===== config.mk =====
export PLATFORM = sky130hd
export DESIGN_NAME = quad_encoder_button_events_core
export DESIGN_NICKNAME = d
export VERILOG_FILES = /design/src/rtl/qebe_pkg.sv /design/src/rtl/quad_encoder_button_events_core.sv /design/src/rtl/qebe_front.sv /design/src/rtl/qebe_job_fifo.sv /design/src/rtl/qebe_back.sv
export SDC_FILE = /design/constraint.sdc
export NUM_CORES = 1
export LEC_CHECK = 0
export BUFFER_PORTS_ARGS = -buffer_cell sky130_fd_sc_hd__buf_4
export CAP_MARGIN = 20
export CORE_MARGIN = 2
export CORE_UTILIZATION = 45
export CTS_CLUSTER_DIAMETER = 60
export DETAILED_ROUTE_END_ITERATION = 12
export PLACE_DENSITY = 0.63
export SLEW_MARGIN = 20
export SYNTH_ARGS = -nofsm -noshare
export SYNTH_HDL_FRONTEND = slang
export SYNTH_HIERARCHICAL = 1
export SYNTH_SLANG_ARGS = --single-unit

===== constraint.sdc =====
create_clock -name clk -period 8.8 [get_ports clk]
set_clock_uncertainty 0.05 [all_clocks]
set_input_delay 0.44 -clock clk [delete_from_list [all_inputs] [get_ports clk]]
set_output_delay 0.44 -clock clk [all_outputs]
set_load 0.03 [all_outputs]

===== src/rtl/qebe_pkg.sv =====
// Shared types and constants for the quadrature encoder / button event block.
// No dependencies.
package qebe_pkg;

  typedef enum logic [1:0] {
    KIND_LEFT  = 2'd0,
    KIND_RIGHT = 2'd1,
    KIND_PUSH  = 2'd2
  } event_kind_t;

  localparam logic [1:0] MODE_CTRL_ADJ  = 2'd0;
  localparam logic [1:0] MODE_SEQUENCER = 2'd1;

  localparam logic DEST_CONTROLLER = 1'b0;
  localparam logic DEST_GUI        = 1'b1;

  typedef struct packed {
    logic [7:0] encoder_lines;
    logic [7:0] button_lines;
  } in_req_t;

  typedef struct packed {
    event_kind_t event_kind;
    logic [1:0]  knob_index;
    logic        destination;
    logic        last_event;
  } out_req_t;

  typedef struct packed {
    logic full;
    logic empty;
  } q_stat_t;

endpackage


===== src/rtl/quad_encoder_button_events_core.sv =====
// Quadrature encoder and button event block, top level. Uses qebe_pkg.
// Path: job queue, back end, output register. Throughput: one sample per cycle
// into a two-entry job queue while it is not full; the back end emits one event
// per cycle while out_req is empty or popped.
// Reset (synchronous, rst_n low): previous sample zero, mode controller,
// queue and output register empty.
module quad_encoder_button_events_core
  import qebe_pkg::*;
#(
  parameter int KNOB_COUNT = 4
) (
  input  logic       clk,
  input  logic       rst_n,
  input  logic       in_push,
  input  in_req_t    in_req,
  output logic       in_full,
  output logic       out_empty,
  input  logic       out_pop,
  output out_req_t   out_req,
  input  logic       cfg_valid,
  output logic       cfg_ready,
  input  logic [1:0] cfg_data
);

  localparam int JOB_W = 3 * KNOB_COUNT + 1;

  q_stat_t          q_stat;
  logic             q_wr, q_rd;
  logic [JOB_W-1:0] q_wdata, q_rdata;

  qebe_front #(.KNOB_COUNT(KNOB_COUNT), .JOB_W(JOB_W)) u_front (
    .clk       (clk),
    .rst_n     (rst_n),
    .in_push   (in_push),
    .in_req    (in_req),
    .in_full   (in_full),
    .cfg_valid (cfg_valid),
    .cfg_ready (cfg_ready),
    .cfg_data  (cfg_data),
    .q_stat    (q_stat),
    .q_wr      (q_wr),
    .q_wdata   (q_wdata)
  );

  qebe_job_fifo #(.WIDTH(JOB_W), .DEPTH(2)) u_fifo (
    .clk   (clk),
    .rst_n (rst_n),
    .wr    (q_wr),
    .wdata (q_wdata),
    .rd    (q_rd),
    .rdata (q_rdata),
    .stat  (q_stat)
  );

  qebe_back #(.KNOB_COUNT(KNOB_COUNT), .JOB_W(JOB_W)) u_back (
    .clk       (clk),
    .rst_n     (rst_n),
    .q_stat    (q_stat),
    .q_rdata   (q_rdata),
    .q_rd      (q_rd),
    .out_empty (out_empty),
    .out_pop   (out_pop),
    .out_req   (out_req)
  );

endmodule


===== src/rtl/qebe_front.sv =====
// Front end: keeps the previous sample and the mode, classifies each sample
// into a job (step mask, step directions, push mask, destination). Uses qebe_pkg.
module qebe_front
  import qebe_pkg::*;
#(
  parameter int KNOB_COUNT = 4,
  parameter int JOB_W      = 3 * KNOB_COUNT + 1
) (
  input  logic             clk,
  input  logic             rst_n,
  input  logic             in_push,
  input  in_req_t          in_req,
  output logic             in_full,
  input  logic             cfg_valid,
  output logic             cfg_ready,
  input  logic [1:0]       cfg_data,
  input  q_stat_t          q_stat,
  output logic             q_wr,
  output logic [JOB_W-1:0] q_wdata
);

  logic [KNOB_COUNT-1:0] prev_b_r;
  logic [7:0]            prev_btn_r;
  logic [1:0]            mode_r;
  logic [KNOB_COUNT-1:0] a_c, b_c, step_c, push_c;
  logic                  steps_on;
  logic                  accept;

  assign cfg_ready = 1'b1;
  assign in_full   = q_stat.full;
  assign accept    = in_push && !q_stat.full;
  assign steps_on  = (mode_r == MODE_CTRL_ADJ) || (mode_r == MODE_SEQUENCER);

  always_comb begin
    for (int k = 0; k < KNOB_COUNT; k++) begin
      a_c[k]    = in_req.encoder_lines[7-2*k];
      b_c[k]    = in_req.encoder_lines[6-2*k];
      step_c[k] = steps_on && !a_c[k] && (b_c[k] != prev_b_r[k]);
      push_c[k] = prev_btn_r[7-k] && !in_req.button_lines[7-k];
    end
  end

  assign q_wdata = {mode_r[0], b_c, push_c, step_c};
  assign q_wr    = accept && ((step_c != '0) || (push_c != '0));

  always_ff @(posedge clk) begin
    if (!rst_n) begin
      prev_b_r   <= '0;
      prev_btn_r <= '0;
      mode_r     <= MODE_CTRL_ADJ;
    end else begin
      if (accept) begin
        prev_b_r   <= b_c;
        prev_btn_r <= in_req.button_lines;
      end
      if (cfg_valid) begin
        mode_r <= cfg_data;
      end
    end
  end

endmodule


===== src/rtl/qebe_job_fifo.sv =====
// Small flop-based job queue between front and back end.
// Uses qebe_pkg for the status struct.
module qebe_job_fifo
  import qebe_pkg::*;
#(
  parameter int WIDTH = 13,
  parameter int DEPTH = 2
) (
  input  logic             clk,
  input  logic             rst_n,
  input  logic             wr,
  input  logic [WIDTH-1:0] wdata,
  input  logic             rd,
  output logic [WIDTH-1:0] rdata,
  output q_stat_t          stat
);

  localparam int PTR_W = $clog2(DEPTH);
  localparam int CNT_W = $clog2(DEPTH + 1);

  logic [WIDTH-1:0] mem_r [DEPTH];
  logic [PTR_W-1:0] wr_ptr_r, rd_ptr_r;
  logic [CNT_W-1:0] count_r;
  logic             do_wr, do_rd;

  assign stat.full  = (count_r == CNT_W'(DEPTH));
  assign stat.empty = (count_r == '0);
  assign do_wr      = wr && !stat.full;
  assign do_rd      = rd && !stat.empty;
  assign rdata      = mem_r[rd_ptr_r];

  always_ff @(posedge clk) begin
    if (do_wr) begin
      mem_r[wr_ptr_r] <= wdata;
    end
  end

  always_ff @(posedge clk) begin
    if (!rst_n) begin
      wr_ptr_r <= '0;
      rd_ptr_r <= '0;
      count_r  <= '0;
    end else begin
      if (do_wr) wr_ptr_r <= wr_ptr_r + 1'b1;
      if (do_rd) rd_ptr_r <= rd_ptr_r + 1'b1;
      if (do_wr && !do_rd) begin
        count_r <= count_r + 1'b1;
      end else if (do_rd && !do_wr) begin
        count_r <= count_r - 1'b1;
      end
    end
  end

endmodule


===== src/rtl/qebe_back.sv =====
// Back end: walks one job's event mask into an output register, one event per
// cycle while that register is empty or popped. Uses qebe_pkg.
module qebe_back
  import qebe_pkg::*;
#(
  parameter int KNOB_COUNT = 4,
  parameter int JOB_W      = 3 * KNOB_COUNT + 1
) (
  input  logic             clk,
  input  logic             rst_n,
  input  q_stat_t          q_stat,
  input  logic [JOB_W-1:0] q_rdata,
  output logic             q_rd,
  output logic             out_empty,
  input  logic             out_pop,
  output out_req_t         out_req
);

  localparam int EV_N = 2 * KNOB_COUNT;

  logic                  busy_r, busy_nxt;
  logic [EV_N-1:0]       rem_r, rem_nxt;
  logic [KNOB_COUNT-1:0] dir_r, dir_nxt;
  logic                  dest_r, dest_nxt;
  logic                  out_valid_r, out_valid_nxt;
  out_req_t              out_r, out_nxt;
  logic [EV_N-1:0]       low_bit, rem_left;
  logic [1:0]            sel_knob;
  logic                  sel_push;
  logic                  adv, last_c, take;

  assign low_bit  = rem_r & (~rem_r + 1'b1);
  assign rem_left = rem_r & ~low_bit;
  assign last_c   = (rem_left == '0);
  assign adv      = !out_valid_r || out_pop;
  assign take     = !q_stat.empty && (!busy_r || (adv && last_c));
  assign q_rd     = take;

  always_comb begin
    sel_knob = '0;
    sel_push = 1'b0;
    for (int i = 0; i < EV_N; i++) begin
      if (low_bit[i]) begin
        sel_push = (i >= KNOB_COUNT);
        sel_knob = (i >= KNOB_COUNT) ? 2'(i - KNOB_COUNT) : 2'(i);
      end
    end
  end

  always_comb begin
    busy_nxt      = busy_r;
    rem_nxt       = rem_r;
    dir_nxt       = dir_r;
    dest_nxt      = dest_r;
    out_valid_nxt = out_valid_r;
    out_nxt       = out_r;
    if (adv) begin
      out_valid_nxt = busy_r;
      if (busy_r) begin
        rem_nxt             = rem_left;
        out_nxt.knob_index  = sel_knob;
        out_nxt.last_event  = last_c;
        if (sel_push) begin
          out_nxt.event_kind  = KIND_PUSH;
          out_nxt.destination = DEST_GUI;
        end else begin
          out_nxt.event_kind  = dir_r[sel_knob] ? KIND_LEFT : KIND_RIGHT;
          out_nxt.destination = dest_r;
        end
        if (last_c) busy_nxt = 1'b0;
      end
    end
    if (take) begin
      busy_nxt = 1'b1;
      rem_nxt  = q_rdata[EV_N-1:0];
      dir_nxt  = q_rdata[EV_N+KNOB_COUNT-1:EV_N];
      dest_nxt = q_rdata[JOB_W-1];
    end
  end

  always_ff @(posedge clk) begin
    if (!rst_n) begin
      busy_r      <= 1'b0;
      out_valid_r <= 1'b0;
    end else begin
      busy_r      <= busy_nxt;
      out_valid_r <= out_valid_nxt;
    end
  end

  always_ff @(posedge clk) begin
    rem_r  <= rem_nxt;
    dir_r  <= dir_nxt;
    dest_r <= dest_nxt;
    out_r  <= out_nxt;
  end

  assign out_empty = !out_valid_r;
  assign out_req   = out_r;

endmodule


Word level (Yosys, flattened, before mapping)
Memory sizes are Yosys's and may differ from the RTL's. A register that Yosys moved wholly into a read port is not among the register bits. Index checks and enable logic that the tools add are counted.

Bits in registers: 39. Bits in latches: 0. Memory bits (writable): 26. Memory bits (read-only): 0. Input port bits: 23. Word-level logic and storage cells: 107. Memories kept: 1.

Add/sub/neg operators: 5. Multipliers: 0. Divide/modulo/power cells: 0. Order comparisons: 1. Equality and inequality tests: 6. Shift-type cells: 0. Multiplexer cells: 27. Bitwise operators: 4. Reduce and logical (&&, ||, !) cells: 48.

Memory list: u_fifo.mem_r (depth 2, bits a word 13, read ports 1, clocked after Yosys merged registers in 1, write ports 1, line qebe_job_fifo.sv:21) `logic [WIDTH-1:0] mem_r [DEPTH];`.

Operator list (count): two-way mux 8 bit (3); logical AND 1 bit (20); bitwise AND 8 bit (2); two-way mux 2 bit (8); NOT 8 bit (2); two-way mux 1 bit (15); zero test 1 bit (14); adder 8 x 1 -> 8 bit, second input constant (1); zero test 8 bit (1); nonzero test 4 bit (2); nonzero test 2 bit (3); zero test 2 bit (2); logical OR 1 bit (4); != test 1 bit (4); AND reduction 2 bit (2); < comparator 2 x 3 -> 1 bit, second input constant (1); adder 1 bit, second input constant (2); adder 2 x 1 -> 2 bit, second input constant (1); binary-select mux 1 bit (select 2 bit) (1); equality test 2 x 1 -> 1 bit, second input constant (1); equality test 2 bit, second input constant (1); subtractor 2 x 1 -> 2 bit, second input constant (1).

Depth between registers and ports, before layout
Gate-level depths: netlist of the first run.

Depth in word-level cells: 13. Mapped depth: 11. Gate-level depth less buffers: 10.

Modules after synthesis
The synthesis of the first run kept the hierarchy.

Modules (own cells, without submodules): qebe_job_fifo (times used 1, cells each 65, area each 1166.1 um2, seq. area each 880.8 um2); qebe_back (times used 1, cells each 77, area each 1008.5 um2, seq. area each 610.6 um2); qebe_front (times used 1, cells each 69, area each 554.3 um2, seq. area each 200.2 um2).

Worst setup path before layout of the first run
No wires, ideal clock.

Kind: flip-flop to flip-flop. From: register u_back.rem_r[5]. To: register u_fifo.count_r[1]. Arrival: 2.952 ns. Setup slack: 5.728 ns. Cell stages (with the launch flop): 9. Clock period less this slack: 3.072 ns. Cells stage by stage: edfxtp_1 or4_4 nor3_4 nor3_1 o41ai_4 o21ai_1 ha_1 or3_1 a21boi_1.

Longest elaborated chain between the ends: 13.

RTL lines: start: declaration (line qebe_back.sv:22) `logic [EV_N-1:0] rem_r, rem_nxt;`; start signal: assignment (line qebe_back.sv:92) `rem_r <= rem_nxt;`; NOT 8 bit (line qebe_back.sv:32) `assign low_bit = rem_r & (~rem_r + 1'b1);`; adder 8 x 1 -> 8 bit (line qebe_back.sv:32); bitwise AND 8 bit (line qebe_back.sv:32); NOT 8 bit (line qebe_back.sv:33) `assign rem_left = rem_r & ~low_bit;`; bitwise AND 8 bit (*) (line qebe_back.sv:33); zero test 8 bit (*) (line qebe_back.sv:34) `assign last_c = (rem_left == '0);`; logical AND 1 bit (*) (line qebe_back.sv:36) `assign take = !q_stat.empty && (!busy_r || (adv && last_c));`; logical OR 1 bit (*) (line qebe_back.sv:36); logical AND 1 bit (*) (line qebe_back.sv:36); named net q_rd (line quad_encoder_button_events_core.sv:28) `logic q_wr, q_rd;`; logical AND 1 bit (*) (line qebe_job_fifo.sv:29) `assign do_rd = rd && !stat.empty;`; zero test 1 bit (line qebe_job_fifo.sv:46) `if (do_wr && !do_rd) begin`; logical AND 1 bit (line qebe_job_fifo.sv:46); two-way mux 2 bit / nonzero test 2 bit (equally long branches); end signal: assignment (line qebe_job_fifo.sv:47) `count_r <= count_r + 1'b1;`; end signal: assignment (line qebe_job_fifo.sv:49) `count_r <= count_r - 1'b1;`; end: declaration (line qebe_job_fifo.sv:23) `logic [CNT_W-1:0] count_r;`.

The timed path passes the listed nets; every way through them passes the cells marked *. A chain may end at the register's enable or synchronous reset.

Final worst setup path of the first run
Ends and elaborated chain as after synthesis.

==> metrics, run 1 <==
status=completed; routing usage on met3=3.846%; post-DP HPWL=2834 µm; largest net degree at the start of global routing=18; global-route wire length before repair=6803 µm; WL final=4099 µm; global routing's busiest layer=met2; FP Rows=28; # diodes=0; CTS Hold Bufs=0; register area share after synthesis=61.99%; CP max-delay cell=o41ai_4; Antenna Nets Post-Route=0; initial antenna violation count=0; Post-CTS Setup Inserts=0; Starting Density=46.36%; unrepaired setup endpoints after global routing=false; die area=6703 µm²; Reg power frac=45.6%; die width=81.87 µm; Sw Pwr=0.0003524 W; Post-Synthesis Cells=211; via/cell ratio=4.906; # clock sinks=62; met1 Usage GRT=18.72%; met2 Usage GRT=20.49%; RePlAce Congestion=0.8257; syn nets=235; EDFF count, synth=45; Area growth, synth to finish=15.41%; via count=1560; mapped cell area=2729 µm²; Setup CP Type=reg -> reg; # setup viols final=0; Clock power frac=22.0%; startpoint class of the critical path=register; gr usage total=14.15%; Final Hold Fails=0; Power per Cell Area=336.5 nW/µm²; Yosys cell types=46; Die Y-Extent=81.87 µm; Pleak=1.198 nW; Main synth FF type=edfxtp_1; Fmax=0.2951 GHz; worst slew pin tran=827.9 ps; Num CTS Buffers=9; Power Internal=0.0007074 W; placed insts=301; crit share post-route=38.51%; Post-synth ARST share=0%; CP required=9010 ps; WHS Path Cells=1; Clk Tree Root Cell=clkbuf_8; DRC Markers=0; GRT overflow=0; crit-path max cell delay=750 ps; layout cell share with drive strength beyond 1=27.98%; CP Cell Sequence=or4_4 -> nor3_4 -> nor3_1 -> o41ai_4 -> o21ai_1 -> ha_1 -> or3_1 -> a21boi_1; H-tree levels=3; crit-path max FO=14; clock slew at reported path FFs=70 ps; post-DR wirelength/cell=12.89 µm; arrival time of the worst setup path=3600 ps; Iter 0 DRT Violations=59; Non-Filler Instances=318; cts repair resizes=0; Hold Path Class=in -> reg; number of global-route vias before repair=1445; Reg2Reg Depth=8; Mean Syn Cell Area=12.93 µm²; final-stage net count=262; Worst Setup End Kind=register; Pre-antenna DRT Iters=4; VDD IR max=0.0001477 V; Sw Share=33.25%; Yosys reg bits=62; number of buffers added on ports=26; part of the power in combinational logic=32.3%; clk_lat worst skew=320 ps; Slew Viols, Final=0; crit path time final=3389 ps; Max-slew headroom=43.23%; Max Cap Viol=0; Core ar.=5886 µm²; Clock Path Buffers=2; Sum Neg Setup Slack=0 ps; YS warnings=6; I/O pin count=32; CTS tree=built
## power groups by stage
stage | Sequential [W] | Clock [W] | Combinational [W]
2_1_floorplan | 0.000496 | 0 | 0.000256
3_3_place_gp | 0.000488 | 0 | 0.000343
3_5_place_dp | 0.000491 | 0 | 0.000343
4_1_cts | 0.000484 | 0.000240 | 0.000345
5_1_grt | 0.000495 | 0.000252 | 0.000382
6_report | 0.000484 | 0.000233 | 0.000343
## critical path, delay by kind of cell (launching register included)
kind,cells,cell delay [ps]
fa+ha+maj,1,390
simple gates,4,1320
compound gates,3,1120
flops,1,460
## worst paths after layout
path	from	endpoint	slack, ps
max	u_back/rem_r[5]	u_fifo/count_r[1]	5410
max reg2reg	u_back/rem_r[5]	u_fifo/count_r[1]	5410
min	in_req[8]	u_fifo/mem_r[1][11]	270
min reg2reg	u_front/prev_btn_r[7]	u_front/prev_btn_r[7]	400
## state kept, by name (all words and copies together) (netlist names), named ones only
name and count:
u_back/busy_r 1, u_back/dest_r 1, u_back/dir_r 4, u_back/out_req 6, u_back/out_valid_r 1, u_back/rem_r 8, u_fifo/count_r 2, u_fifo/mem_r 26
u_fifo/rd_ptr_r 1, u_fifo/wr_ptr_r 1, u_front/mode_r 2, u_front/prev_b_r 4, u_front/prev_btn_r 4
## through the flow
step                utilization (%)  instance area (µm²)  power (W)  hold WS (ps)  setup slack (ps)
finish                        53.51                 3149   0.001060         270.0              5411
global route                  53.51                 3149   0.001129         250.3              5141
CTS                           53.38                 3142   0.001069         250.6              5374
detailed placement            50.06                 2947  0.0008340         394.8              5346
global placement              50.06                 2947  0.0008311         386.1              5356
floorplan                         -                 2729  0.0007519         380.5              5728
## area by class of cell
cell class                      instances  area [µm²]
Clock buffer                           12       166.4
Multi-Input combinational cell        132       943.4
Sequential cell                        62        1692
Tap cell                               75       93.84
Inverter                                6       22.52
Fill cell                             536        2736
Clock inverter                          4       28.78
Timing Repair Buffer                   27       202.7
## cells in the mapped netlist (4+ instances only)
library cell	n	area (µm²)
a21boi_0	9	67.56
and2_1	9	56.30
buf_4	7	52.55
dfxtp_1	17	340.3
edfxtp_1	45	1351
inv_1	5	18.77
mux2_2	14	157.7
mux2i_1	4	40.04
nand2_1	19	71.32
nor2_1	11	41.29
nor2b_1	9	56.30
or2_2	5	31.28
xor2_1	4	35.03
## layer usage
layer | vias to the layer above | part of all wire [%]
met5 | - | 0
met4 | 0 | 0.98
met3 | 4 | 3.8
met2 | 34 | 47
met1 | 710 | 49
li1 | 812 | -
## layout by cell type (no fill, tap or decap), types with 2 or more instances in the layout
| cell | n |
|---|---|
| o2bb2ai_1 | 3 |
| dfxtp_1 | 17 |
| o31ai_1 | 2 |
| nand2_1 | 19 |
| and2_1 | 9 |
| or2_2 | 5 |
| a21boi_0 | 9 |
| and3_1 | 3 |
| buf_4 | 27 |
| xnor2_1 | 3 |
| a21boi_1 | 2 |
| mux2_2 | 14 |
| nand2b_1 | 3 |
| inv_1 | 5 |
| o21ai_0 | 2 |
| or3_1 | 3 |
| clkbuf_8 | 10 |
| a21oi_2 | 2 |
| mux2i_1 | 4 |
| nor2b_1 | 9 |
| edfxtp_1 | 45 |
| xor2_1 | 4 |
| nor2_1 | 11 |
| nor3_1 | 3 |
| o21a_1 | 2 |
| clkinvlp_4 | 2 |
| a21o_1 | 2 |
## logic make-up (layout without fill, tap and decap cells)
| group | Yosys count | in the layout | share of synthesized area [%] |
|---|---|---|---|
| AND/OR/NAND/NOR | 69 | 69 | 13.62 |
| adder cells (fa/ha/maj) | 2 | 2 | 0.8253 |
| buffers and inverters | 17 | 49 | 3.438 |
| other | 1 | 1 | 0.1374 |
| XOR/XNOR | 7 | 7 | 2.247 |
| flip-flops | 62 | 62 | 61.99 |
| AO/OA/AOI/OAI | 35 | 35 | 10.50 |
| multiplexers | 18 | 18 | 7.244 |
No activity file was read; power rests on OpenSTA's default activity.
==> run 2: changes to the inputs <==
==> constraint.sdc (replaced) <==
create_clock -name clk -period 3.2 [get_ports clk]
set_clock_uncertainty 0.05 [all_clocks]
set_input_delay 0.16 -clock clk [delete_from_list [all_inputs] [get_ports clk]]
set_output_delay 0.16 -clock clk [all_outputs]
set_load 0.03 [all_outputs]
==> run 2 against run 1 <==
Hold slack got worse by 230 ps. Sequential power increased to 2.7 times the previous value. Wire length increased by 2.0%. Die area unchanged. Final area increased by 1.2%. Combinational power increased to 2.8 times the previous value. Non-clock buffer count increased by 5. Sequential cell count unchanged. Register-to-register slack got worse by 5100 ps. Final cell count increased by 1.6%. First-iteration DRC count increased by 15%. Critical endpoint unchanged.
==> metrics, run 2 (same netlist as run 1, synthesis figures left out) <==
number of global-route vias before repair=1520 (was 1445); Iter 0 DRT Violations=68 (was 59); Pre-antenna DRT Iters=4 (unchanged); routing usage on met3=5.385% (was 3.846%); Sw Pwr=0.0009572 W (was 0.0003524 W); # diodes=0 (unchanged); arrival time of the worst setup path=3060 ps (was 3600 ps); via/cell ratio=4.935 (was 4.906); Setup CP Type=reg -> reg (unchanged); startpoint class of the critical path=register (unchanged); Num CTS Buffers=9 (unchanged); worst slew pin tran=806.6 ps (was 827.9 ps); CP required=3410 ps (was 9010 ps); hold slack=38.40 ps (was 270.0 ps); RePlAce Congestion=0.7993 (was 0.8257); post-DP HPWL=2979 µm (was 2834 µm); WL final=4183 µm (was 4099 µm); clk_lat worst skew=320 ps (about the same); Reg power frac=45.6% (about the same); # clock sinks=62 (unchanged); largest net degree at the start of global routing=18 (unchanged); # fillers=523 (was 536); Multi-input gate area=943.4 µm² (unchanged); Hold Path Class=in -> reg (unchanged); I/O pin count=32 (unchanged); Area growth, synth to finish=16.83% (was 15.41%); global-route wire length before repair=7120 µm (was 6803 µm); gr usage total=14.74% (was 14.15%); Die Y-Extent=81.87 µm (unchanged); post-DR wirelength/cell=12.95 µm (was 12.89 µm); Fmax=0.3502 GHz (was 0.2951 GHz); part of the power in combinational logic=33.0% (was 32.3%); final-stage net count=267 (was 262); Pleak=1.225 nW (was 1.198 nW); unrepaired setup endpoints after global routing=false (unchanged); Core ar.=5886 µm² (unchanged); Clock Path Buffers=2 (unchanged); crit path time final=2856 ps (was 3389 ps); Power per Cell Area=914.4 nW/µm² (was 336.5 nW/µm²); number of buffers added on ports=26 (unchanged); Slew Viols, Final=0 (unchanged); Non-Filler Instances=323 (was 318); commonest cells after routing, fill and taps aside=45 x edfxtp_1, 28 x buf_4, 19 x nand2_1 (was 45 x edfxtp_1, 27 x buf_4, 19 x nand2_1); H-tree levels=3 (unchanged); Starting Density=46.36% (unchanged); die width=81.87 µm (unchanged); Max Cap Viol=0 (unchanged); Largest Register=u_fifo/mem_r (unchanged); Clk Tree Root Cell=clkbuf_8 (unchanged); met1 Usage GRT=18.94% (was 18.72%); status=completed (unchanged); via count=1594 (was 1560); clock slew at reported path FFs=70 ps (about the same); placed insts=303 (was 301); Sw Share=32.83% (was 33.25%); met2 Usage GRT=22.11% (was 20.49%); Final Hold Fails=0 (unchanged); # setup viols final=0 (unchanged); GRT overflow=0 (unchanged); DRC Markers=0 (unchanged); Worst Setup End Kind=register (unchanged); VDD IR max=0.0004563 V (was 0.0001477 V); layout cell share with drive strength beyond 1=27.42% (was 27.98%); crit-path max FO=6 (was 14); Clock power frac=21.4% (was 22.0%); die area=6703 µm² (unchanged); Sum Neg Setup Slack=0 ps (unchanged); Power Internal=0.001958 W (was 0.0007074 W); Max-slew headroom=44.69% (was 43.23%); crit share post-route=89.24% (was 38.51%); commonest non-fill, non-tap cell in the layout=edfxtp_1 (unchanged); global routing's busiest layer=met2 (unchanged); max FFs per register=26 (unchanged); Antenna Nets Post-Route=0 (unchanged); initial antenna violation count=0 (unchanged); cts repair resizes=0 (unchanged); FP Rows=28 (unchanged); CTS tree=built (unchanged); register area=1692 µm² (unchanged)
## run 2: cell types whose count changed in the layout (fill, tap and decap cells not counted)
cell / previous run / this run
buf_4: 27 / 28
clkbuf_1: 1 / 2
clkinv_2: 1 / 2
clkinv_4: 1 / 0
clkinvlp_4: 2 / 0
dlygate4sd3_1: 0 / 4
inv_4: 0 / 1
## run 2: final timing paths
check	start	cells after the start	to	slack [ps]
worst max-delay path	u_back/rem_r[5]	8	u_fifo/count_r[1]	340
worst min-delay path	in_req[7]	3	u_front/prev_btn_r[7]	40
worst max register to register	u_back/rem_r[5]	8	u_fifo/count_r[1]	340
worst min register to register	u_front/prev_btn_r[7]	2	u_front/prev_btn_r[7]	400
## run 2: per-stage QoR
stage	utilization [%]	power (W)	area (µm²)	setup slack [ps]
5_1_grt	54.17	0.003127	3188	122.6
2_1_floorplan	-	0.002068	2729	127.8
3_5_place_dp	50.32	0.002316	2962	337.4
4_1_cts	54.17	0.002951	3188	335.3
3_3_place_gp	50.32	0.002298	2962	392.7
6_report	54.17	0.002915	3188	344.3
## run 2: power by group through the flow
stage          Sequential, W  Clock, W  Combinational (W)
2_1_floorplan        0.00136         0           0.000704
3_3_place_gp         0.00134         0           0.000957
3_5_place_dp         0.00135         0           0.000969
4_1_cts              0.00133  0.000644           0.000976
5_1_grt              0.00136  0.000692            0.00107
6_report             0.00133  0.000625           0.000962
## run 2: layout make-up
| type | count | area share, % |
|---|---|---|
| timing repair buffer | 32 | 7.849 |
| tap | 75 | 2.943 |
| multi-input combinational | 132 | 29.59 |
| clock inverter | 3 | 0.5102 |
| inverter | 6 | 0.7064 |
| clock buffer | 13 | 5.338 |
| sequential | 62 | 53.06 |
## run 2: per-layer routing
metal	up-vias	part of all wire [%]
met4	0	0.55
met5	-	0
met2	40	49
li1	824	-
met1	728	46
met3	2	4.7
## run 2: worst max-delay path: stages, from the launching register on
cell      delay, ps
edfxtp_1        460
or4_4           620
nor3_4          210
nor3_1          130
o41ai_4         320
o21ai_1         160
ha_1            360
or3_1           350
a21boi_1        140
## run 2: repair_timing
item | 4_1_cts | 5_1_grt
hold buffers | 4 | 0
endpoints found under the hold margin | 8 | 0
buffers inserted | 0 | 0
==> run 3: changes to the inputs <==
--- a/config.mk
+++ b/config.mk
@@ -15,5 +15,4 @@
 export SLEW_MARGIN = 20
 export SYNTH_ARGS = -nofsm -noshare
 export SYNTH_HDL_FRONTEND = slang
-export SYNTH_HIERARCHICAL = 1
 export SYNTH_SLANG_ARGS = --single-unit
==> run 3 against run 2 <==
Critical path type unchanged. Sequential power is 5% lower. Register-to-register slack better by 330 ps. Area after synthesis is 4.2% lower. Sequential share of layout area is 0.70 points higher. Via count is 1.2% higher. Non-clock buffer count is 2 higher. Largest power group unchanged. Final area is 1.3% lower. Critical path depth is 3 lower. Synthesized cell count is 1.4% higher. Highest routed layer unchanged. Final cell count is 1.9% higher.
==> metrics, run 3 <==
status=completed (unchanged); crit-path max cell delay=610 ps (was 620 ps); # setup viols final=0 (unchanged); crit-path max FO=23 (was 6); Largest Register=u_fifo.mem_r (was u_fifo/mem_r); Yosys cell types=40 (was 46); Main synth FF type=edfxtp_1 (unchanged); Hold Path Class=in -> reg (unchanged); Power per Cell Area=854.0 nW/µm² (was 914.4 nW/µm²); Max-slew headroom=52.01% (was 44.69%); die area=6434 µm² (was 6703 µm²); post-DR wirelength/cell=12.57 µm (was 12.95 µm); Crit. Startpoint=u_back.rem_r[0] (was u_back/rem_r[5]); Post-Synthesis Cells=214 (was 211); WL final=4135 µm (was 4183 µm); Max Cap Viol=0 (unchanged); Final Hold Fails=0 (unchanged); Starting Density=46.89% (was 46.36%); unrepaired setup endpoints after global routing=false (unchanged); Post-synth ARST share=0% (unchanged); Antenna Nets Post-Route=0 (unchanged); Die Y-Extent=80.21 µm (was 81.87 µm); Area contributors post-synth=edfxtp_1 52%, dfxtp_1 13%, mux2_2 5.2% (was edfxtp_1 50%, dfxtp_1 12%, mux2_2 5.8%); # clock sinks=62 (unchanged); Mean Syn Cell Area=12.21 µm² (was 12.93 µm²); Core ar.=5574 µm² (was 5886 µm²); Iter 0 DRT Violations=68 (unchanged); arrival time of the worst setup path=2530 ps (was 3060 ps); cell taking the most area after synthesis=edfxtp_1 (unchanged); crit path time final=2521 ps (was 2856 ps); YS warnings=0 (was 6); Pleak=1.189 nW (was 1.225 nW); Num CTS Buffers=9 (unchanged); Power, Total=0.002687 W (was 0.002915 W); I/O pin count=32 (unchanged); die width=80.21 µm (was 81.87 µm); Post-CTS Setup Inserts=0 (unchanged); syn nets=237 (was 235); via/cell ratio=4.903 (was 4.935); r2r startpoint=u_back.rem_r[0] (was u_back/rem_r[5]); number of global-route vias before repair=1461 (was 1520); mapped cell area=2614 µm² (was 2729 µm²); GRT overflow=0 (unchanged); commonest cells after routing, fill and taps aside=45 x edfxtp_1, 29 x buf_4, 22 x nor2_1 (was 45 x edfxtp_1, 28 x buf_4, 19 x nand2_1); Fmax=0.3967 GHz (was 0.3502 GHz); final core occ=56.45% (was 54.17%); global-route wire length before repair=6837 µm (was 7120 µm); post-DP HPWL=2907 µm (was 2979 µm); Worst Setup EP=u_back.rem_r[1] (was u_fifo/count_r[1]); commonest non-fill, non-tap cell in the layout=edfxtp_1 (unchanged); clk_lat worst skew=330 ps (was 320 ps); Reg2Reg Depth=5 (was 8); final-stage net count=275 (was 267); Slew Viols, Final=0 (unchanged); RePlAce Congestion=0.6838 (was 0.7993); Worst Setup End Kind=register (unchanged); r2r endpoint=u_back.rem_r[1] (was u_fifo/count_r[1]); synth cell count leaders=45 x edfxtp_1, 22 x nor2_1, 20 x nand2_1, 17 x dfxtp_1 (was 45 x edfxtp_1, 19 x nand2_1, 17 x dfxtp_1, 14 x mux2_2, 11 x nor2_1); DRC Markers=0 (unchanged); max FFs per register=26 (unchanged); r2r setup slk=680 ps (was 340 ps); H-tree levels=3 (unchanged); clock slew at reported path FFs=70 ps (about the same); Sum Neg Setup Slack=0 ps (unchanged); register area share after synthesis=64.72% (was 61.99%); hold slack=16.00 ps (was 38.40 ps); initial antenna violation count=0 (unchanged); Yosys reg bits=62 (unchanged); via count=1613 (was 1594); Yosys top cell area share=51.70% (was 49.52%); worst slew pin tran=719.8 ps (was 806.6 ps); most common cell in the synthesized netlist=edfxtp_1 (unchanged); Area growth, synth to finish=20.39% (was 16.83%); CTS tree=built (unchanged); number of buffers added on ports=26 (unchanged); largest net degree at the start of global routing=24 (was 18); Clock Path Buffers=2 (unchanged); CP required=3210 ps (was 3410 ps); # diodes=0 (unchanged); FP Rows=27 (was 28); Pre-antenna DRT Iters=4 (unchanged); EDFF count, synth=45 (unchanged); crit share post-route=78.78% (was 89.24%); CP Cell Sequence=or4_4 -> or2_4 -> a21boi_2 -> o22ai_4 -> o21ai_0 (was or4_4 -> nor3_4 -> nor3_1 -> o41ai_4 -> o21ai_1 -> ha_1 -> or3_1 -> a21boi_1); # fillers=486 (was 523); VDD IR max=0.0003701 V (was 0.0004563 V); layout cell share with drive strength beyond 1=24.51% (was 27.42%); Clk Tree Root Cell=clkbuf_8 (unchanged); Setup CP Type=reg -> reg (unchanged); gr usage total=14.57% (was 14.74%); startpoint class of the critical path=register (unchanged); CP max-delay cell=or4_4 (unchanged)
run 3: cell types whose count changed after synthesis, moves of 4 or more:
| cell | before | now |
|---|---|---|
| nor2b_1 | 9 | 5 |
| a21oi_1 | 1 | 12 |
| buf_4 | 7 | 1 |
| inv_1 | 5 | 10 |
| o21ai_0 | 2 | 9 |
| nand3_1 | 0 | 8 |
| and2_1 | 9 | 0 |
| or2_2 | 5 | 1 |
| a21boi_0 | 9 | 0 |
| nor2_1 | 11 | 22 |
run 3: critical path: cells and delay by family, from the launching register on:
family             cells  cell delay (ps)
DFF                    1              500
AOI/OAI and AO/OA      3              820
and+or+nand+nor        2              870
run 3: worst min path at each step:
stage,start,endpoint,slack [ps],cells after the start
final,cfg_data[1],u_front.mode_r[1],20,3
after CTS,cfg_data[1],u_front.mode_r[1],0.8,3
after floorplan,in_req[10],u_fifo.mem_r[0][10],210,0
after global placement,in_req[10],u_fifo.mem_r[1][10],320,1
after detailed placement,in_req[8],u_fifo.mem_r[1][11],330,1
after global routing,cfg_data[1],u_front.mode_r[1],20,3
run 3: layout make-up:
cell class	count	area, µm²	area share, %
clock buffers	10	127.6	4.056
clock inverters	6	86.33	2.744
inverters	10	37.54	1.193
multi-input cells	135	845.8	26.88
flip-flops and latches	62	1692	53.76
well taps	72	90.09	2.863
repair buffers	34	267.8	8.509
run 3: per-stage QoR:
stage,cells,area [µm²],setup slack [ps]
after global placement,308,2883,721.4
after global routing,329,3147,553.7
after floorplan,214,2614,982.6
after CTS,329,3147,667.1
final,329,3147,679.2
after detailed placement,308,2883,671.4
run 3: kinds of logic after synthesis:
kind of cell | count (synthesis) | share of synthesized area, %
flops | 62 | 64.72
mux | 19 | 7.851
buf+inv | 17 | 2.920
simple gates | 74 | 13.40
compound gates | 33 | 8.234
fa+ha+maj | 1 | 0.3830
xor+xnor | 7 | 2.346
other cells | 1 | 0.1435
run 3: what timing repair did:
action	4_1_cts	5_1_grt
resized for setup	0	0
hold buffers	5	0
hold endpoints to repair	9	0
run 3: where the power goes:
| group | switching, W | internal, W |
|---|---|---|
| registers | 0.000152 | 0.00111 |
| clock network | 0.000295 | 0.000437 |
| logic | 0.000381 | 0.000313 |
| total | 0.000828 | 0.00186 |
run 3: per-layer routing:
metal	global-route usage, %	vias up	part of all wire, %
met2	22.17	28	46
met1	18.92	729	48
met4	6.610	0	2.1
met3	4.831	10	3.9
li1	-	846	-
met5	0	-	0
